## src/rtl/dtrl_pkg.sv

```systemverilog
`timescale 1ns / 1ps

package dtrl_pkg;

  // APB address width: three 32-bit registers at byte offsets 0, 4 and 8
  localparam int ADDR_W = 4;

  // Register indexes (paddr[3:2])
  typedef enum logic [1:0] {
    REG_DEBOUNCE = 2'd0,
    REG_LIMIT    = 2'd1,
    REG_MODE     = 2'd2
  } reg_idx_t;

  // Register reset values
  localparam logic [7:0]  DEBOUNCE_RESET = 8'd2;
  localparam logic [15:0] LIMIT_RESET    = 16'd0;
  localparam logic        MODE_RESET     = 1'b0;

  // Word kinds on the input channel
  localparam logic ACT_POLL = 1'b0;
  localparam logic ACT_TICK = 1'b1;

  // Compare modes
  localparam logic MODE_FLOOD = 1'b0;
  localparam logic MODE_DOOR  = 1'b1;

  // Drive status codes
  localparam logic [1:0] STATUS_NONE  = 2'd0;
  localparam logic [1:0] STATUS_INPUT = 2'd1;
  localparam logic [1:0] STATUS_LIMIT = 2'd2;

  // Debounced level before the first accepted change
  localparam logic [1:0] LEVEL_UNKNOWN = 2'd2;

  // Timer limits
  localparam logic [5:0] SEC_PER_MIN  = 6'd60;
  localparam logic [5:0] MIN_PER_HOUR = 6'd60;
  localparam logic [7:0] HOUR_MAX     = 8'hff;
  localparam logic [7:0] COUNT_MAX    = 8'hff;

  // Configuration as seen by the datapath
  typedef struct packed {
    logic [7:0]  debounce_ticks;
    logic [15:0] work_time_limit;
    logic        timer_mode;
  } cfg_t;

  // One result word
  typedef struct packed {
    logic       drive_on;
    logic [1:0] drive_status;
    logic [1:0] accepted_level;
    logic       run_expired;
    logic [7:0] run_hours;
    logic [5:0] run_minutes;
    logic [5:0] run_seconds;
  } result_t;

endpackage

```

## src/rtl/dtrl_ifs.sv

```systemverilog
`timescale 1ns / 1ps

// Input channel: pin sample or one-second tick
interface dtrl_in_if;
  logic valid;
  logic ready;
  logic action;
  logic pin_level;

  modport source (output valid, output action, output pin_level, input ready);
  modport sink   (input valid, input action, input pin_level, output ready);
endinterface

// Result channel: drive and run timer state after each word
interface dtrl_out_if;
  logic       valid;
  logic       ready;
  logic       drive_on;
  logic [1:0] drive_status;
  logic [1:0] accepted_level;
  logic       run_expired;
  logic [7:0] run_hours;
  logic [5:0] run_minutes;
  logic [5:0] run_seconds;

  modport source (
    output valid, output drive_on, output drive_status, output accepted_level,
    output run_expired, output run_hours, output run_minutes, output run_seconds,
    input ready
  );
  modport sink (
    input valid, input drive_on, input drive_status, input accepted_level,
    input run_expired, input run_hours, input run_minutes, input run_seconds,
    output ready
  );
endinterface

```

## src/rtl/debounced_toggle_with_run_limit_top.sv

```systemverilog
// Debounced toggle input with a run timer and work-time limit. Each input
// word is a pin sample (action 0) or a one-second tick (action 1); each word
// yields exactly one result word holding the drive state, status, debounced
// level and run timer after that word. A word is taken into an input
// register, processed combinationally against the state registers, and the
// result lands in an output register. A new word is accepted every cycle
// while the result side keeps up; a stalled result holds one word in the
// output register and one in the input register.
// Registers (APB, 32-bit, byte offsets): 0x0 debounce_ticks, 0x4
// work_time_limit, 0x8 timer_mode; write them only while no word is in
// flight.
`timescale 1ns / 1ps

module debounced_toggle_with_run_limit_top (
  input  logic                       clk,
  input  logic                       rst_n,
  dtrl_in_if.sink                    in_if,
  dtrl_out_if.source                 out_if,
  input  logic                       psel,
  input  logic                       penable,
  input  logic                       pwrite,
  input  logic [dtrl_pkg::ADDR_W-1:0] paddr,
  input  logic [31:0]                pwdata,
  output logic [31:0]                prdata,
  output logic                       pready
);

  dtrl_pkg::cfg_t    cfg;
  dtrl_pkg::result_t result;
  dtrl_pkg::result_t out_word_r;
  logic              in_v_r;
  logic              in_action_r;
  logic              in_pin_r;
  logic              out_v_r;
  logic              advance;

  dtrl_regs u_regs (
    .clk     (clk),
    .rst_n   (rst_n),
    .psel    (psel),
    .penable (penable),
    .pwrite  (pwrite),
    .paddr   (paddr),
    .pwdata  (pwdata),
    .prdata  (prdata),
    .pready  (pready),
    .cfg     (cfg)
  );

  // Move the held word into the result register when it is free
  assign advance     = in_v_r && (!out_v_r || out_if.ready);
  assign in_if.ready = !in_v_r || advance;

  // Input register
  always_ff @(posedge clk) begin
    if (!rst_n) begin
      in_v_r <= 1'b0;
    end else if (in_if.ready) begin
      in_v_r <= in_if.valid;
    end
  end

  always_ff @(posedge clk) begin
    if (in_if.ready && in_if.valid) begin
      in_action_r <= in_if.action;
      in_pin_r    <= in_if.pin_level;
    end
  end

  dtrl_core u_core (
    .clk       (clk),
    .rst_n     (rst_n),
    .step      (advance),
    .action    (in_action_r),
    .pin_level (in_pin_r),
    .cfg       (cfg),
    .result    (result)
  );

  // Result register
  always_ff @(posedge clk) begin
    if (!rst_n) begin
      out_v_r <= 1'b0;
    end else if (advance) begin
      out_v_r <= 1'b1;
    end else if (out_if.ready) begin
      out_v_r <= 1'b0;
    end
  end

  always_ff @(posedge clk) begin
    if (advance) out_word_r <= result;
  end

  assign out_if.valid          = out_v_r;
  assign out_if.drive_on       = out_word_r.drive_on;
  assign out_if.drive_status   = out_word_r.drive_status;
  assign out_if.accepted_level = out_word_r.accepted_level;
  assign out_if.run_expired    = out_word_r.run_expired;
  assign out_if.run_hours      = out_word_r.run_hours;
  assign out_if.run_minutes    = out_word_r.run_minutes;
  assign out_if.run_seconds    = out_word_r.run_seconds;

endmodule

```

## src/rtl/dtrl_regs.sv

```systemverilog
`timescale 1ns / 1ps

module dtrl_regs (
  input  logic                       clk,
  input  logic                       rst_n,
  input  logic                       psel,
  input  logic                       penable,
  input  logic                       pwrite,
  input  logic [dtrl_pkg::ADDR_W-1:0] paddr,
  input  logic [31:0]                pwdata,
  output logic [31:0]                prdata,
  output logic                       pready,
  output dtrl_pkg::cfg_t             cfg
);

  dtrl_pkg::cfg_t   cfg_r;
  dtrl_pkg::reg_idx_t idx;
  logic             wr_en;

  assign pready = 1'b1;
  assign idx    = dtrl_pkg::reg_idx_t'(paddr[3:2]);
  assign wr_en  = psel && penable && pwrite;
  assign cfg    = cfg_r;

  // Write registers on the access cycle
  always_ff @(posedge clk) begin
    if (!rst_n) begin
      cfg_r.debounce_ticks  <= dtrl_pkg::DEBOUNCE_RESET;
      cfg_r.work_time_limit <= dtrl_pkg::LIMIT_RESET;
      cfg_r.timer_mode      <= dtrl_pkg::MODE_RESET;
    end else if (wr_en) begin
      case (idx)
        dtrl_pkg::REG_DEBOUNCE: cfg_r.debounce_ticks  <= pwdata[7:0];
        dtrl_pkg::REG_LIMIT:    cfg_r.work_time_limit <= pwdata[15:0];
        dtrl_pkg::REG_MODE:     cfg_r.timer_mode      <= pwdata[0];
        default: ;
      endcase
    end
  end

  // Read back
  always_comb begin
    case (idx)
      dtrl_pkg::REG_DEBOUNCE: prdata = {24'd0, cfg_r.debounce_ticks};
      dtrl_pkg::REG_LIMIT:    prdata = {16'd0, cfg_r.work_time_limit};
      dtrl_pkg::REG_MODE:     prdata = {31'd0, cfg_r.timer_mode};
      default:                prdata = 32'd0;
    endcase
  end

endmodule

```

## src/rtl/dtrl_core.sv

```systemverilog
`timescale 1ns / 1ps

module dtrl_core (
  input  logic              clk,
  input  logic              rst_n,
  input  logic              step,
  input  logic              action,
  input  logic              pin_level,
  input  dtrl_pkg::cfg_t    cfg,
  output dtrl_pkg::result_t result
);

  typedef enum logic [2:0] {
    PH_IDLE     = 3'b001,
    PH_WAIT     = 3'b010,
    PH_INTERVAL = 3'b100
  } phase_t;

  phase_t     phase_r, phase_nxt;
  logic [1:0] stable_r, stable_nxt;
  logic       cand_r, cand_nxt;
  logic [7:0] dcount_r, dcount_nxt;
  logic       drun_r, drun_nxt;
  logic       ddone_r, ddone_nxt;
  logic       drive_r, drive_nxt;
  logic [1:0] status_r, status_nxt;
  logic       trun_r, trun_nxt;
  logic       texp_r, texp_nxt;
  logic [5:0] sec_r, sec_nxt;
  logic [5:0] min_r, min_nxt;
  logic [7:0] hour_r, hour_nxt;

  // Tick arithmetic, computed from current state
  logic [7:0]  dcount_inc;
  logic [5:0]  sec_inc, min_inc, sec_t, min_t;
  logic [7:0]  hour_t;
  logic [13:0] flood_val;
  logic [11:0] door_val;
  logic [15:0] cmp_val;
  logic        limit_hit;

  always_comb begin
    dcount_inc = (dcount_r != dtrl_pkg::COUNT_MAX) ? dcount_r + 8'd1 : dcount_r;
    sec_inc    = sec_r + 6'd1;
    min_inc    = min_r + 6'd1;
    sec_t      = sec_inc;
    min_t      = min_r;
    hour_t     = hour_r;
    if (sec_inc >= dtrl_pkg::SEC_PER_MIN) begin
      sec_t = 6'd0;
      min_t = min_inc;
      if (min_inc >= dtrl_pkg::MIN_PER_HOUR) begin
        min_t = 6'd0;
        if (hour_r != dtrl_pkg::HOUR_MAX) hour_t = hour_r + 8'd1;
      end
    end
    flood_val = ({6'd0, hour_t} * 14'd60) + {8'd0, min_t};
    door_val  = ({6'd0, min_t} * 12'd60) + {6'd0, sec_t};
    cmp_val   = (cfg.timer_mode == dtrl_pkg::MODE_FLOOD) ? {2'd0, flood_val}
                                                          : {4'd0, door_val};
    limit_hit = (cmp_val >= cfg.work_time_limit);
  end

  // Next state for one word
  always_comb begin
    phase_nxt  = phase_r;
    stable_nxt = stable_r;
    cand_nxt   = cand_r;
    dcount_nxt = dcount_r;
    drun_nxt   = drun_r;
    ddone_nxt  = ddone_r;
    drive_nxt  = drive_r;
    status_nxt = status_r;
    trun_nxt   = trun_r;
    texp_nxt   = texp_r;
    sec_nxt    = sec_r;
    min_nxt    = min_r;
    hour_nxt   = hour_r;
    if (step) begin
      if (action == dtrl_pkg::ACT_POLL) begin
        case (phase_r)
          PH_IDLE: begin
            cand_nxt = pin_level;
            if (stable_r != {1'b0, pin_level}) phase_nxt = PH_WAIT;
          end
          PH_WAIT: begin
            phase_nxt  = PH_INTERVAL;
            dcount_nxt = 8'd0;
            drun_nxt   = 1'b1;
            ddone_nxt  = 1'b0;
          end
          PH_INTERVAL: begin
            if (ddone_r) begin
              if (pin_level == cand_r) begin
                stable_nxt = {1'b0, cand_r};
                // Accepted low level toggles the drive
                if (!cand_r) begin
                  status_nxt = dtrl_pkg::STATUS_INPUT;
                  if (!drive_r) begin
                    drive_nxt = 1'b1;
                    sec_nxt   = 6'd0;
                    min_nxt   = 6'd0;
                    hour_nxt  = 8'd0;
                    trun_nxt  = 1'b1;
                    texp_nxt  = 1'b0;
                  end else begin
                    drive_nxt = 1'b0;
                  end
                end
              end
              phase_nxt = PH_IDLE;
              drun_nxt  = 1'b0;
              ddone_nxt = 1'b0;
            end
          end
          default: phase_nxt = PH_IDLE;
        endcase
      end else begin
        // Advance debounce wait
        if (drun_r) begin
          dcount_nxt = dcount_inc;
          if (dcount_inc >= cfg.debounce_ticks) begin
            drun_nxt  = 1'b0;
            ddone_nxt = 1'b1;
          end
        end
        // Advance run timer and check the limit
        if (trun_r) begin
          sec_nxt  = sec_t;
          min_nxt  = min_t;
          hour_nxt = hour_t;
          if (limit_hit) begin
            trun_nxt = 1'b0;
            texp_nxt = 1'b1;
            if (cfg.timer_mode == dtrl_pkg::MODE_FLOOD) begin
              drive_nxt  = 1'b0;
              status_nxt = dtrl_pkg::STATUS_LIMIT;
            end
          end
        end
      end
    end
  end

  always_ff @(posedge clk) begin
    if (!rst_n) begin
      phase_r  <= PH_IDLE;
      stable_r <= dtrl_pkg::LEVEL_UNKNOWN;
      cand_r   <= 1'b0;
      dcount_r <= 8'd0;
      drun_r   <= 1'b0;
      ddone_r  <= 1'b0;
      drive_r  <= 1'b0;
      status_r <= dtrl_pkg::STATUS_NONE;
      trun_r   <= 1'b0;
      texp_r   <= 1'b0;
      sec_r    <= 6'd0;
      min_r    <= 6'd0;
      hour_r   <= 8'd0;
    end else begin
      phase_r  <= phase_nxt;
      stable_r <= stable_nxt;
      cand_r   <= cand_nxt;
      dcount_r <= dcount_nxt;
      drun_r   <= drun_nxt;
      ddone_r  <= ddone_nxt;
      drive_r  <= drive_nxt;
      status_r <= status_nxt;
      trun_r   <= trun_nxt;
      texp_r   <= texp_nxt;
      sec_r    <= sec_nxt;
      min_r    <= min_nxt;
      hour_r   <= hour_nxt;
    end
  end

  // Result shows the state after this word
  always_comb begin
    result.drive_on       = drive_nxt;
    result.drive_status   = status_nxt;
    result.accepted_level = stable_nxt;
    result.run_expired    = texp_nxt;
    result.run_hours      = hour_nxt;
    result.run_minutes    = min_nxt;
    result.run_seconds    = sec_nxt;
  end

endmodule

```

## src/flat_wrapper.sv

```systemverilog
// flat-port wrapper written by rule: the top's interface ports become plain ports
module debounced_toggle_with_run_limit_top_flat 
  (clk, rst_n, psel, penable, pwrite, paddr, pwdata, prdata, pready, in_if_valid, in_if_action, in_if_pin_level, in_if_ready, out_if_valid, out_if_drive_on, out_if_drive_status, out_if_accepted_level, out_if_run_expired, out_if_run_hours, out_if_run_minutes, out_if_run_seconds, out_if_ready);
  dtrl_in_if in_if_i ();
  dtrl_out_if out_if_i ();
  input  logic clk;
  input  logic rst_n;
  input  logic psel;
  input  logic penable;
  input  logic pwrite;
  input  logic [dtrl_pkg::ADDR_W-1:0] paddr;
  input  logic [31:0] pwdata;
  output logic [31:0] prdata;
  output logic pready;
  input wire logic [$bits(in_if_i.valid)-1:0] in_if_valid;
  input wire logic [$bits(in_if_i.action)-1:0] in_if_action;
  input wire logic [$bits(in_if_i.pin_level)-1:0] in_if_pin_level;
  output wire logic [$bits(in_if_i.ready)-1:0] in_if_ready;
  output wire logic [$bits(out_if_i.valid)-1:0] out_if_valid;
  output wire logic [$bits(out_if_i.drive_on)-1:0] out_if_drive_on;
  output wire logic [$bits(out_if_i.drive_status)-1:0] out_if_drive_status;
  output wire logic [$bits(out_if_i.accepted_level)-1:0] out_if_accepted_level;
  output wire logic [$bits(out_if_i.run_expired)-1:0] out_if_run_expired;
  output wire logic [$bits(out_if_i.run_hours)-1:0] out_if_run_hours;
  output wire logic [$bits(out_if_i.run_minutes)-1:0] out_if_run_minutes;
  output wire logic [$bits(out_if_i.run_seconds)-1:0] out_if_run_seconds;
  input wire logic [$bits(out_if_i.ready)-1:0] out_if_ready;
  assign in_if_i.valid = in_if_valid;
  assign in_if_i.action = in_if_action;
  assign in_if_i.pin_level = in_if_pin_level;
  assign in_if_ready = in_if_i.ready;
  assign out_if_valid = out_if_i.valid;
  assign out_if_drive_on = out_if_i.drive_on;
  assign out_if_drive_status = out_if_i.drive_status;
  assign out_if_accepted_level = out_if_i.accepted_level;
  assign out_if_run_expired = out_if_i.run_expired;
  assign out_if_run_hours = out_if_i.run_hours;
  assign out_if_run_minutes = out_if_i.run_minutes;
  assign out_if_run_seconds = out_if_i.run_seconds;
  assign out_if_i.ready = out_if_ready;
  debounced_toggle_with_run_limit_top u_core (.clk(clk), .rst_n(rst_n), .in_if(in_if_i), .out_if(out_if_i), .psel(psel), .penable(penable), .pwrite(pwrite), .paddr(paddr), .pwdata(pwdata), .prdata(prdata), .pready(pready));
endmodule
```

## config.mk

```make
export PLATFORM = sky130hd
export DESIGN_NAME = debounced_toggle_with_run_limit_top_flat
export DESIGN_NICKNAME = d
export VERILOG_FILES = /design/src/rtl/dtrl_pkg.sv /design/src/rtl/dtrl_ifs.sv /design/src/rtl/debounced_toggle_with_run_limit_top.sv /design/src/rtl/dtrl_regs.sv /design/src/rtl/dtrl_core.sv /design/src/flat_wrapper.sv
export SDC_FILE = /design/constraint.sdc
export NUM_CORES = 1
export LEC_CHECK = 0
export BUFFER_PORTS_ARGS = -buffer_cell sky130_fd_sc_hd__buf_4
export CAP_MARGIN = 15
export CORE_ASPECT_RATIO = 1.2
export CORE_UTILIZATION = 35
export CTS_BUF_LIST = sky130_fd_sc_hd__clkbuf_16
export CTS_CLUSTER_DIAMETER = 40
export DETAILED_ROUTE_END_ITERATION = 16
export PLACE_DENSITY_LB_ADDON = 0.05
export SYNTH_ARGS = -nofsm -noshare
export SYNTH_HDL_FRONTEND = slang
export SYNTH_HIERARCHICAL = 1
export SYNTH_SLANG_ARGS = --single-unit
```

## constraint.sdc

```tcl
create_clock -name clk -period 7.35 [get_ports clk]
set_clock_uncertainty 0.2 [all_clocks]
set_input_delay 0.3675 -clock clk [delete_from_list [all_inputs] [get_ports clk]]
set_output_delay 0.3675 -clock clk [all_outputs]
set_load 0.01 [all_outputs]
```

==> results of run 1 <==
metrics by stage:
| stage | worst slack [ns] | area (sq um) | power, mW | util (%) | hold WS, ns |
|---|---|---|---|---|---|
| final | 0.274 | 8930 | 1.10 | 42.4 | 0.0704 |
| after global routing | -0.109 | 8930 | 1.14 | 42.4 | 0.0599 |
| after global placement | 0.0481 | 8510 | 0.647 | 40.4 | 0.252 |
| after floorplan | 0.205 | 7590 | 0.620 | - | 0.241 |
| after CTS | 0.0185 | 8820 | 1.12 | 41.9 | 0.0465 |
| after detailed placement | -0.00860 | 8510 | 0.649 | 40.4 | 0.263 |
cell type report:
class	count	area, sq um
clock buffers	9	225
clock inverters	7	55.1
fillers	2130	12100
inverters	74	278
multi-input cells	654	4910
flip-flops and latches	96	2200
well taps	270	338
repair buffers	122	921
cells in the mapped netlist (4+ instances only):
cell type / count
sky130_fd_sc_hd__o211ai_1: 4
sky130_fd_sc_hd__nand2_1: 84
sky130_fd_sc_hd__o21ai_0: 42
sky130_fd_sc_hd__buf_4: 21
sky130_fd_sc_hd__o31ai_1: 6
sky130_fd_sc_hd__a31oi_1: 9
sky130_fd_sc_hd__nand2b_1: 14
sky130_fd_sc_hd__and2_1: 25
sky130_fd_sc_hd__o22ai_1: 4
sky130_fd_sc_hd__mux2_2: 7
sky130_fd_sc_hd__o21a_1: 14
sky130_fd_sc_hd__a31o_2: 4
sky130_fd_sc_hd__nor4_1: 4
sky130_fd_sc_hd__fa_1: 20
sky130_fd_sc_hd__edfxtp_1: 28
sky130_fd_sc_hd__nand4_1: 6
sky130_fd_sc_hd__nor2b_1: 15
sky130_fd_sc_hd__or3_1: 9
sky130_fd_sc_hd__nor2_1: 54
sky130_fd_sc_hd__a22o_1: 4
sky130_fd_sc_hd__a22oi_1: 5
sky130_fd_sc_hd__xor2_1: 24
sky130_fd_sc_hd__a21oi_1: 45
sky130_fd_sc_hd__nor3_1: 8
sky130_fd_sc_hd__mux2i_1: 35
sky130_fd_sc_hd__nand3b_1: 5
sky130_fd_sc_hd__a21o_1: 10
sky130_fd_sc_hd__inv_1: 73
sky130_fd_sc_hd__dfxtp_1: 68
sky130_fd_sc_hd__and3_1: 13
sky130_fd_sc_hd__a211oi_1: 6
sky130_fd_sc_hd__xnor2_1: 21
sky130_fd_sc_hd__nand3_1: 18
sky130_fd_sc_hd__clkbuf_1: 20
sky130_fd_sc_hd__ha_1: 62
cells by family (layout without fill, tap and decap cells):
kind of cell,after synthesis,after routing,share of synthesized area (%)
flops,96,96,29.2
other cells,2,17,0.0997
compound gates,181,181,15.7
fa+ha+maj,82,82,15.6
buf+inv,121,212,7.62
mux,42,42,5.70
simple gates,284,284,20.1
xor+xnor,48,48,5.96
state kept, by name, summed over array words and instances (netlist names), 6 cells and up:
signal,flops
u_core/u_regs/cfg,25
u_core/u_core/sec_r,6
u_core/u_core/hour_r,8
u_core/u_core/dcount_r,8
u_core/out_if.run_minutes,6
u_core/out_if.run_hours,8
u_core/out_if.run_seconds,6
u_core/u_core/min_r,6
routing by layer:
metal | up-vias | share of wire, %
met5 | - | 0
met1 | 2974 | 44
met3 | 19 | 2.9
met2 | 106 | 51
met4 | 0 | 1.6
li1 | 3148 | -
worst min-delay path, cell delays in order:
cell and delay (ns):
sky130_fd_sc_hd__buf_4 0.11, sky130_fd_sc_hd__nand2_1 0.04, sky130_fd_sc_hd__mux2i_1 0.05
power breakdown:
part	internal [mW]	total [mW]	switching [mW]
Clock	0.234	0.459	0.224
Combinational	0.0322	0.0759	0.0438
Sequential	0.553	0.561	0.00713
Total	0.820	1.10	0.275
how the worst max path moves through the flow:
| stage | startpoint | end | slack [ns] | cells past startpoint |
|---|---|---|---|---|
| after global routing | u_core/u_core/min_r[0] | u_core/out_if.drive_on | -0.11 | 30 |
| after detailed placement | u_core/u_core/sec_r[0] | u_core/out_if.drive_on | -0.009 | 28 |
| after CTS | u_core/u_core/sec_r[0] | u_core/out_if.drive_on | 0.02 | 28 |
| after global placement | u_core/u_core/sec_r[0] | u_core/out_if.drive_on | 0.05 | 28 |
| final | u_core/u_core/min_r[2] | u_core/out_if.drive_on | 0.27 | 28 |
| after floorplan | u_core/u_core/sec_r[0] | u_core/out_if.drive_on | 0.20 | 27 |
timing repair:
| action | 4_1_cts | 5_1_grt |
|---|---|---|
| hold buffers | 2 | 0 |
| pin swaps | 0 | 4 |
| setup endpoints to repair | 1 | 9 |
| endpoints found under the hold margin | 2 | 0 |
| gates cloned | 0 | 0 |
| resized for setup | 1 | 16 |
| setup buffers | 0 | 4 |
==> results.md, run 1 <==
- Syn_area_per_cell: 8.80 sq um
- Remaining antenna violation count: 0
- Overall die area: 22,100 sq um
- I/O pin count: 106
- Detailed placement HPWL: 14,800 um
- HP Class: in2reg
- Synth area leader: sky130_fd_sc_hd__dfxtp_1
- GR Layer Usage met3: 2.80%
- Final count of hold timing violations: 0
- Starting DRT DRC Count: 259
- Worst-margin pin slew: 0.882 ns
- Synthesis Warnings: 6
- Port bufs: 70
- Placement Rows: 58
- Clock transition at the registers of the reported paths: 0.07 ns
- Count of cells along the worst register-to-register path: 28
- Root cell of the clock tree: sky130_fd_sc_hd__clkbuf_16
- Leading cell types in the layout, fill and taps excluded: sky130_fd_sc_hd__buf_4 (120), sky130_fd_sc_hd__nand2_1 (84), sky130_fd_sc_hd__inv_1 (74), sky130_fd_sc_hd__dfxtp_1 (68), sky130_fd_sc_hd__ha_1 (62)
- TritonCTS clock tree: built
- Worst-path fanout max: 9
- End of the worst register-to-register path: u_core/out_if.drive_on
- Most common cell after layout, fill and taps aside: sky130_fd_sc_hd__buf_4
- Synthesized netlist cell count: 856
- Critical path class: reg2reg
- Leakage Power: 3.97 nW
- Wire length reported by the detailed router: 19,300 um
- Capture endpoint of the worst hold path: u_core/u_regs/cfg[10]
- Proportion of synthesized flip-flops having asynchronous set or reset: 0%
- Total via count after detailed routing: 6,247
- Data arrival time of the critical path: 6.98 ns
- Die Span Y: 163 um
- Top cell type's share of synthesized area: 18.1%
- Non-Filler Instances: 1,232
- Number of antenna violations at the first check in global routing: 0
- Register-to-Register Setup Slack: 0.27 ns
- Nature of the critical path endpoint: flop
- CP bufs+invs: 5
- # nets final: 1,084
- Wire length of the first global-routing pass: 31,100 um
- Overflow left after global routing: 0
- Placeable core region: 21,000 sq um
- Share of layout cells above drive strength 1: 19.0%
- Distinct cells, synth: 85
- Ranking of synthesized cells by area: sky130_fd_sc_hd__dfxtp_1 (18%), sky130_fd_sc_hd__edfxtp_1 (11%), sky130_fd_sc_hd__ha_1 (10%)
- Max clock buf depth: 2
- Global routing usage on met2: 31.4%
- Pin count of the biggest net entering global routing: 70
- Final worst path period share: 96.3%
- Ant. Diodes: 0
- DR WL/cell: 15.6 um
- Global route hottest layer: met2
- Total of max-cap violations: 0
- Count of unresolved DRC violations after routing: 0
- Dominant register cell in the synthesized netlist: sky130_fd_sc_hd__dfxtp_1
- Final setup violation count: 0
- Clock buffer count from CTS: 9
- Die X-Extent: 136 um
- Worst IR drop on VDD: 0.0984 mV
- Weighted congestion at the end of routability-driven global placement: 0.789
- Final critical delay including setup and external delays: 7.08 ns
- Detailed-router iteration count before antenna repair: 4
- Power Dens Cells: 123 nW/um^2
- Starting density of the core: 35.8%
- Cell area after technology mapping: 7530 sq um
- Critical Path Start Type: flop
- Crit-path leading delay family: compound AO/OA/AOI/OAI gates
- Inst Count DP: 1,210
- Status: completed
- Number of max-slew violations in the final report: 0
- Max Clock Freq: 141 MHz
- Number of global-route vias before repair: 6,192
- Total Routing Usage GR: 18.0%
- Number of enable-type register cells in the synthesized netlist: 28
- Via-to-Cell Ratio: 5.07
- Worst hold stages: 3
- Launch point of the worst hold path: pwdata[9]
- Worst slew margin: 40.6%
- Post-synthesis sequential area ratio: 29.2%
- CTS H-tree depth: 3
- Clock latency at the later pin of the worst-skew pair: 0.35 ns
- Critical path's slowest cell: sky130_fd_sc_hd__fa_1
- Synth-to-Final Area Change: 18.5%
- Met1 demand-to-capacity share in global routing: 22.5%
- Unrepaired setup endpoints after global routing: true
- Worst R2R Start: u_core/u_core/min_r[2]
- Required time at the worst-slack endpoint: 7.26 ns
- Clock sink count: 96
- Setup Total Neg Slack: 0 ns
- Worst path max stage delay: 0.51 ns
- FF+latch count, synth: 96
No activity file was read; power rests on OpenSTA's default activity.
==> run 2: changes to the inputs <==
==> constraint.sdc (replaced) <==
create_clock -name clk -period 7.35 [get_ports clk]
set_clock_uncertainty 0.2 [all_clocks]
set_input_delay 0.735 -clock clk [delete_from_list [all_inputs] [get_ports clk]]
set_output_delay 0.735 -clock clk [all_outputs]
set_load 0.01 [all_outputs]
==> run 2 against run 1 <==
Cell area rose by 0.21%. Sequential power barely moved. Wire length shrank 1.6%. Clock power is essentially flat. Global-route usage shrank 0.43 points. Critical path depth increased by 1. Die area unchanged. First-iteration DRC count grew 14%. Non-clock buffer count down 1. Setup slack gained 0.041 ns. Largest cell class unchanged. Largest power group unchanged.
==> results.md, run 2 (same netlist as run 1, synthesis figures left out) <==
- Status: completed
- Count of unresolved DRC violations after routing: 0 (unchanged)
- Power Dens Cells: 122 nW/um^2 (-0.19%)
- Critical path class: reg2reg
- Required time at the worst-slack endpoint: 7.25 ns (about the same)
- Final worst path period share: 95.7% (-0.56 points)
- Pin count of the biggest net entering global routing: 70 (unchanged)
- Share of layout cells above drive strength 1: 19.4% (+0.33 points)
- Number of flip-flops under the largest register name: 25 (unchanged)
- Max Clock Freq: 142 MHz (+0.59%)
- Wire length reported by the detailed router: 19,000 um (-1.6%)
- Via-to-Cell Ratio: 5.07 (about the same)
- Critical path depth in cells: 29 (+3.6%)
- Max clock buf depth: 2 (unchanged)
- TritonCTS clock tree: built
- Total Routing Usage GR: 17.6% (-0.43 points)
- Worst-margin pin slew: 0.836 ns (-0.0465 ns)
- Worst IR drop on VDD: 0.105 mV (+6.3%)
- I/O pin count: 106 (unchanged)
- Ant. Diodes: 0 (unchanged)
- Most common cell after layout, fill and taps aside: sky130_fd_sc_hd__buf_4
- Launch point of the worst hold path: u_core/u_core/texp_r
- Starting density of the core: 35.8% (unchanged)
- Worst slack at placement: 0.0569 ns (+0.0655 ns)
- Post-cts hold buffer count: 0 (-2)
- Clock latency at the later pin of the worst-skew pair: 0.35 ns (about the same)
- Number of max-slew violations in the final report: 0 (unchanged)
- Worst path max stage delay: 0.52 ns (about the same)
- Setup crit start: u_core/u_core/min_r[0]
- Final count of hold timing violations: 0 (unchanged)
- Overall die area: 22,100 sq um (unchanged)
- Number of antenna violations at the first check in global routing: 0 (unchanged)
- Nature of the critical path endpoint: flop
- Final setup violation count: 0 (unchanged)
- Register-to-Register Setup Slack: 0.32 ns (+0.04 ns)
- Leakage Power: 3.98 nW (+0.36%)
- Remaining antenna violation count: 0 (unchanged)
- Synth-to-Final Area Change: 18.8%
- Worst-path fanout max: 6 (-3)
- Leading cell types in the layout, fill and taps excluded: sky130_fd_sc_hd__buf_4 (120), sky130_fd_sc_hd__nand2_1 (84), sky130_fd_sc_hd__inv_1 (74), sky130_fd_sc_hd__dfxtp_1 (67), sky130_fd_sc_hd__ha_1 (61)
- Worst slew margin: 44.0% (+3.5 points)
- Crit-path leading delay family: simple AND/OR/NAND/NOR gates
- Final std cell area, no fill: 8950 sq um (+0.21%)
- Weighted congestion at the end of routability-driven global placement: 0.777 (-1.6%)
- Data arrival time of the critical path: 6.93 ns (-0.05 ns)
- End of the worst register-to-register path: u_core/out_if.drive_on
- Die X-Extent: 136 um (unchanged)
- Overflow left after global routing: 0 (unchanged)
- Clock buffer count from CTS: 9 (unchanged)
- CTS H-tree depth: 3 (unchanged)
- Port bufs: 70 (unchanged)
- Detailed-router iteration count before antenna repair: 4 (unchanged)
- Root cell of the clock tree: sky130_fd_sc_hd__clkbuf_16
- Total of max-cap violations: 0 (unchanged)
- Post-detailed-placement cell area: 8520 sq um (about the same)
- Placeable core region: 21,000 sq um (unchanged)
- Clock transition at the registers of the reported paths: 0.07 ns (about the same)
- Cell occurring most often along the worst timing path: sky130_fd_sc_hd__buf_4
- HP Class: reg2reg
- Placement Rows: 58 (unchanged)
- Final critical delay including setup and external delays: 7.03 ns (-0.0412 ns)
- Wire length of the first global-routing pass: 30,600 um (-1.9%)
- Worst R2R Start: u_core/u_core/min_r[0]
- Detailed placement HPWL: 14,800 um (-0.24%)
- DR WL/cell: 15.4 um (-1.5%)
- Critical path capture point: u_core/out_if.drive_on
- Starting DRT DRC Count: 296 (+14%)
- Total via count after detailed routing: 6,240 (-0.11%)
- Die Span Y: 163 um (unchanged)
- Critical path's slowest cell: sky130_fd_sc_hd__fa_1
- Number of global-route vias before repair: 6,175 (-0.27%)
- Smallest setup slack after layout: 0.315 ns (+0.0412 ns)
- CP bufs+invs: 6 (+1)
- Count of cells along the worst register-to-register path: 29 (+3.6%)
- # nets final: 1,083 (-0.092%)
- Clock sink count: 96 (unchanged)
- Critical Path Start Type: flop
## run 2: cell types whose count changed in the layout (fill, tap and decap cells not counted), moves of 2 or more
cell / previous run / this run
sky130_fd_sc_hd__o21ai_0: 42 / 39
sky130_fd_sc_hd__o21ai_1: 1 / 4
sky130_fd_sc_hd__dlygate4sd3_1: 2 / 0
sky130_fd_sc_hd__inv_8: 2 / 0
sky130_fd_sc_hd__mux2_2: 7 / 5
sky130_fd_sc_hd__mux2_4: 0 / 2
## run 2: timing repair
item	CTS	global route
endpoints found under the setup margin	0	8
gates resized for setup	0	25
buffers inserted	0	4
## run 2: layout make-up
type                       count  area, sq um
clock buffer                   9          225
clock inverter                 7         57.6
fill                        2112        12100
inverter                      74          278
multi-input combinational    654         4940
sequential                    96         2200
tap                          270          338
timing repair buffer         121          912
## run 2: through the flow
stage          power [mW]  util, %  cells  hold slack (ns)  setup TNS, ns
2_1_floorplan       0.620        -    871            0.243              0
6_report             1.10     42.5   1231            0.266              0
5_1_grt              1.14     42.5   1231            0.289        -0.0370
4_1_cts              1.11     41.8   1227            0.268              0
3_5_place_dp        0.648     40.5   1211            0.257              0
3_3_place_gp        0.647     40.5   1211            0.252              0
## run 2: layer usage
layer	wire (um)	global-route usage (%)	up-vias
li1	-	-	3153
met1	8470	21.7	2978
met2	9760	31.6	89
met3	469	2.43	20
met4	268	4.55	0
met5	0	0	-
## run 2: report_power, final
group | internal [mW] | switching (mW)
clock network | 0.234 | 0.226
logic | 0.0314 | 0.0435
registers | 0.553 | 0.00697
## run 2: worst min-delay path, cell delays in order (launching register included)
cell and delay [ns]:
sky130_fd_sc_hd__dfxtp_1 0.30, sky130_fd_sc_hd__nand2_1 0.06, sky130_fd_sc_hd__a21oi_1 0.06
## run 2: worst min-delay path by stage
stage / to / slack (ns) / cells past startpoint
final: u_core/u_core/texp_r / 0.27 / 2
after global routing: u_core/u_regs/cfg[10] / 0.29 / 2
after CTS: u_core/u_core/texp_r / 0.27 / 2
after detailed placement: u_core/u_core/texp_r / 0.26 / 2
after global placement: u_core/u_core/texp_r / 0.25 / 2
after floorplan: u_core/u_regs/cfg[15] / 0.24 / 2
==> run 3: changes to the inputs <==
--- a/config.mk
+++ b/config.mk
@@ -8,11 +8,11 @@
 export BUFFER_PORTS_ARGS = -buffer_cell sky130_fd_sc_hd__buf_4
 export CAP_MARGIN = 15
 export CORE_ASPECT_RATIO = 1.2
-export CORE_UTILIZATION = 35
-export CTS_BUF_LIST = sky130_fd_sc_hd__clkbuf_16
+export CORE_UTILIZATION = 40
 export CTS_CLUSTER_DIAMETER = 40
 export DETAILED_ROUTE_END_ITERATION = 16
 export PLACE_DENSITY_LB_ADDON = 0.05
+export SKIP_CTS_REPAIR_TIMING = 1
 export SYNTH_ARGS = -nofsm -noshare
 export SYNTH_HDL_FRONTEND = slang
 export SYNTH_HIERARCHICAL = 1
==> run 3 against run 2 <==
First-iteration DRC count decreased by 13%. Critical endpoint is now u_core/u_core/drive_r. Flip-flop and latch count unchanged. Sequential power about the same. Combinational power shrank 0.7%. Final cell count shrank 2.6%.
==> results.md, run 3 (same netlist as run 1, synthesis figures left out) <==
- Count of unresolved DRC violations after routing: 0 (unchanged)
- Clock transition at the registers of the reported paths: 0.07 ns (about the same)
- I/O pin count: 106 (unchanged)
- Detailed-router iteration count before antenna repair: 5 (+1)
- CTS H-tree depth: 3 (unchanged)
- Critical Path Start Type: flop
- Leakage Power: 3.91 nW (-1.9%)
- End of the worst register-to-register path: u_core/u_core/drive_r
- Weighted congestion at the end of routability-driven global placement: 0.800 (+3.0%)
- Wire length of the first global-routing pass: 30,500 um (-0.27%)
- Synth-to-Final Area Change: 17.5%
- Final setup violation count: 0 (unchanged)
- Overall die area: 19,400 sq um (-12%)
- Max clock buf depth: 2 (unchanged)
- Setup Total Neg Slack: 0 ns (unchanged)
- Total Routing Usage GR: 19.6% (+2.1 points)
- Number of max-slew violations in the final report: 0 (unchanged)
- Via-to-Cell Ratio: 5.21 (+2.8%)
- Wire length reported by the detailed router: 18,600 um (-2.0%)
- Port bufs: 70 (unchanged)
- Final critical delay including setup and external delays: 7.11 ns (+0.0748 ns)
- Final Power: 1.14 mW (+4.2%)
- Launch point of the worst hold path: u_core/u_core/texp_r
- Total of max-cap violations: 0 (unchanged)
- Ant. Diodes: 0 (unchanged)
- Clock sink count: 96 (unchanged)
- Worst slew margin: 46.1% (+2.1 points)
- Share of layout cells above drive strength 1: 19.0% (-0.35 points)
- Placeable core region: 18,300 sq um (-13%)
- Inst Count DP: 1,182 (-2.4%)
- Die X-Extent: 127 um (-6.4%)
- Worst R2R Start: u_core/u_core/sec_r[1]
- Number of global-route vias before repair: 6,219 (+0.71%)
- Required time at the worst-slack endpoint: 7.38 ns (+0.13 ns)
- Capture endpoint of the worst hold path: u_core/u_core/texp_r
- Worst hold stages: 2 (unchanged)
- Final worst path period share: 96.7% (+1.0 points)
- DR WL/cell: 15.5 um (+0.58%)
- Crit-path leading delay family: compound AO/OA/AOI/OAI gates
- Register-to-Register Setup Slack: 0.24 ns (-0.07 ns)
- Worst path max stage delay: 0.52 ns (about the same)
- Clock latency at the later pin of the worst-skew pair: 0.35 ns (about the same)
- Placement Rows: 54 (-6.9%)
- Leading cell types in the layout, fill and taps excluded: sky130_fd_sc_hd__buf_4 (107), sky130_fd_sc_hd__nand2_1 (84), sky130_fd_sc_hd__inv_1 (72), sky130_fd_sc_hd__dfxtp_1 (67), sky130_fd_sc_hd__ha_1 (60)
- Number of antenna violations at the first check in global routing: 0 (unchanged)
- Clock buffer count from CTS: 9 (unchanged)
- Starting density of the core: 41.2% (+5.3 points)
- Post-route worst hold slack: 0.263 ns (-0.00240 ns)
- HP Class: reg2reg
- Overflow left after global routing: 0 (unchanged)
- Number of flip-flops under the largest register name: 25 (unchanged)
- Non-Filler Instances: 1,199 (-2.6%)
- CP bufs+invs: 4 (-2)
- Pin count of the biggest net entering global routing: 70 (unchanged)
- Die Span Y: 152 um (-6.4%)
- Total via count after detailed routing: 6,247 (+0.11%)
- Status: completed
- Worst-path fanout max: 10 (+4)
- Critical path's slowest cell: sky130_fd_sc_hd__fa_1
- Root cell of the clock tree: sky130_fd_sc_hd__clkbuf_16
- Count of cells along the worst register-to-register path: 28 (-3.4%)
- Nature of the critical path endpoint: flop
- Remaining antenna violation count: 0 (unchanged)
- Data arrival time of the critical path: 7.14 ns (+0.21 ns)
- Power Dens Cells: 129 nW/um^2 (+5.4%)
- Detailed placement HPWL: 14,500 um (-2.1%)
- Starting DRT DRC Count: 259 (-13%)
- Max Clock Freq: 141 MHz (-1.1%)
- Final count of hold timing violations: 0 (unchanged)
- TritonCTS clock tree: built
- Worst IR drop on VDD: 0.102 mV (-2.3%)
- # nets final: 1,069 (-1.3%)
- Most common cell after layout, fill and taps aside: sky130_fd_sc_hd__buf_4
- Worst-margin pin slew: 0.804 ns (-0.0314 ns)
- Critical path class: reg2reg
[run 3: stage by stage]
stage	setup slack, ns	cell area, sq um	utilization (%)
after floorplan	0.205	7590	-
after global placement	0.159	8410	45.9
after detailed placement	0.0686	8410	45.9
after CTS	-0.0163	8730	47.7
after global routing	-0.0497	8850	48.3
final	0.241	8850	48.3
[run 3: per-layer routing]
metal | GRT usage (%) | share of wire (%) | up-vias
li1 | - | - | 3114
met1 | 23.7 | 43 | 3009
met2 | 35.2 | 52 | 102
met3 | 2.91 | 3.0 | 22
met4 | 6.63 | 1.8 | 0
met5 | 0 | 0 | -
[run 3: how the worst max path moves through the flow]
| stage | cells past startpoint | startpoint | slack (ns) | end |
|---|---|---|---|---|
| finish | 28 | u_core/u_core/sec_r[1] | 0.24 | u_core/u_core/drive_r |
| global route | 28 | u_core/u_core/sec_r[1] | -0.05 | u_core/u_core/drive_r |
| CTS | 25 | u_core/u_core/sec_r[1] | -0.02 | u_core/out_if.drive_on |
| detailed placement | 27 | u_core/u_core/sec_r[1] | 0.07 | u_core/out_if.drive_on |
| global placement | 25 | u_core/u_core/sec_r[1] | 0.16 | u_core/out_if.drive_on |
| floorplan | 27 | u_core/u_core/sec_r[0] | 0.20 | u_core/out_if.drive_on |
[run 3: power by group]
part | internal, mW | switching [mW]
clock network | 0.275 | 0.232
logic | 0.0312 | 0.0431
registers | 0.553 | 0.00706
[run 3: final cells by class]
type / instances / area [sq um]
Inverter: 74 / 278
Multi-Input combinational cell: 654 / 4930
Fill cell: 1775 / 9460
Tap cell: 252 / 315
Clock inverter: 7 / 96.3
Sequential cell: 96 / 2200
Clock buffer: 9 / 225
Timing Repair Buffer: 107 / 803
[run 3: worst reg2reg max path, delay by kind of cell (launching register included)]
kind	cells	cell delay, ns
compound gates	11	2.07
xor+xnor	1	0.28
fa+ha+maj	5	1.88
buf+inv	4	0.53
flops	1	0.36
simple gates	7	1.69
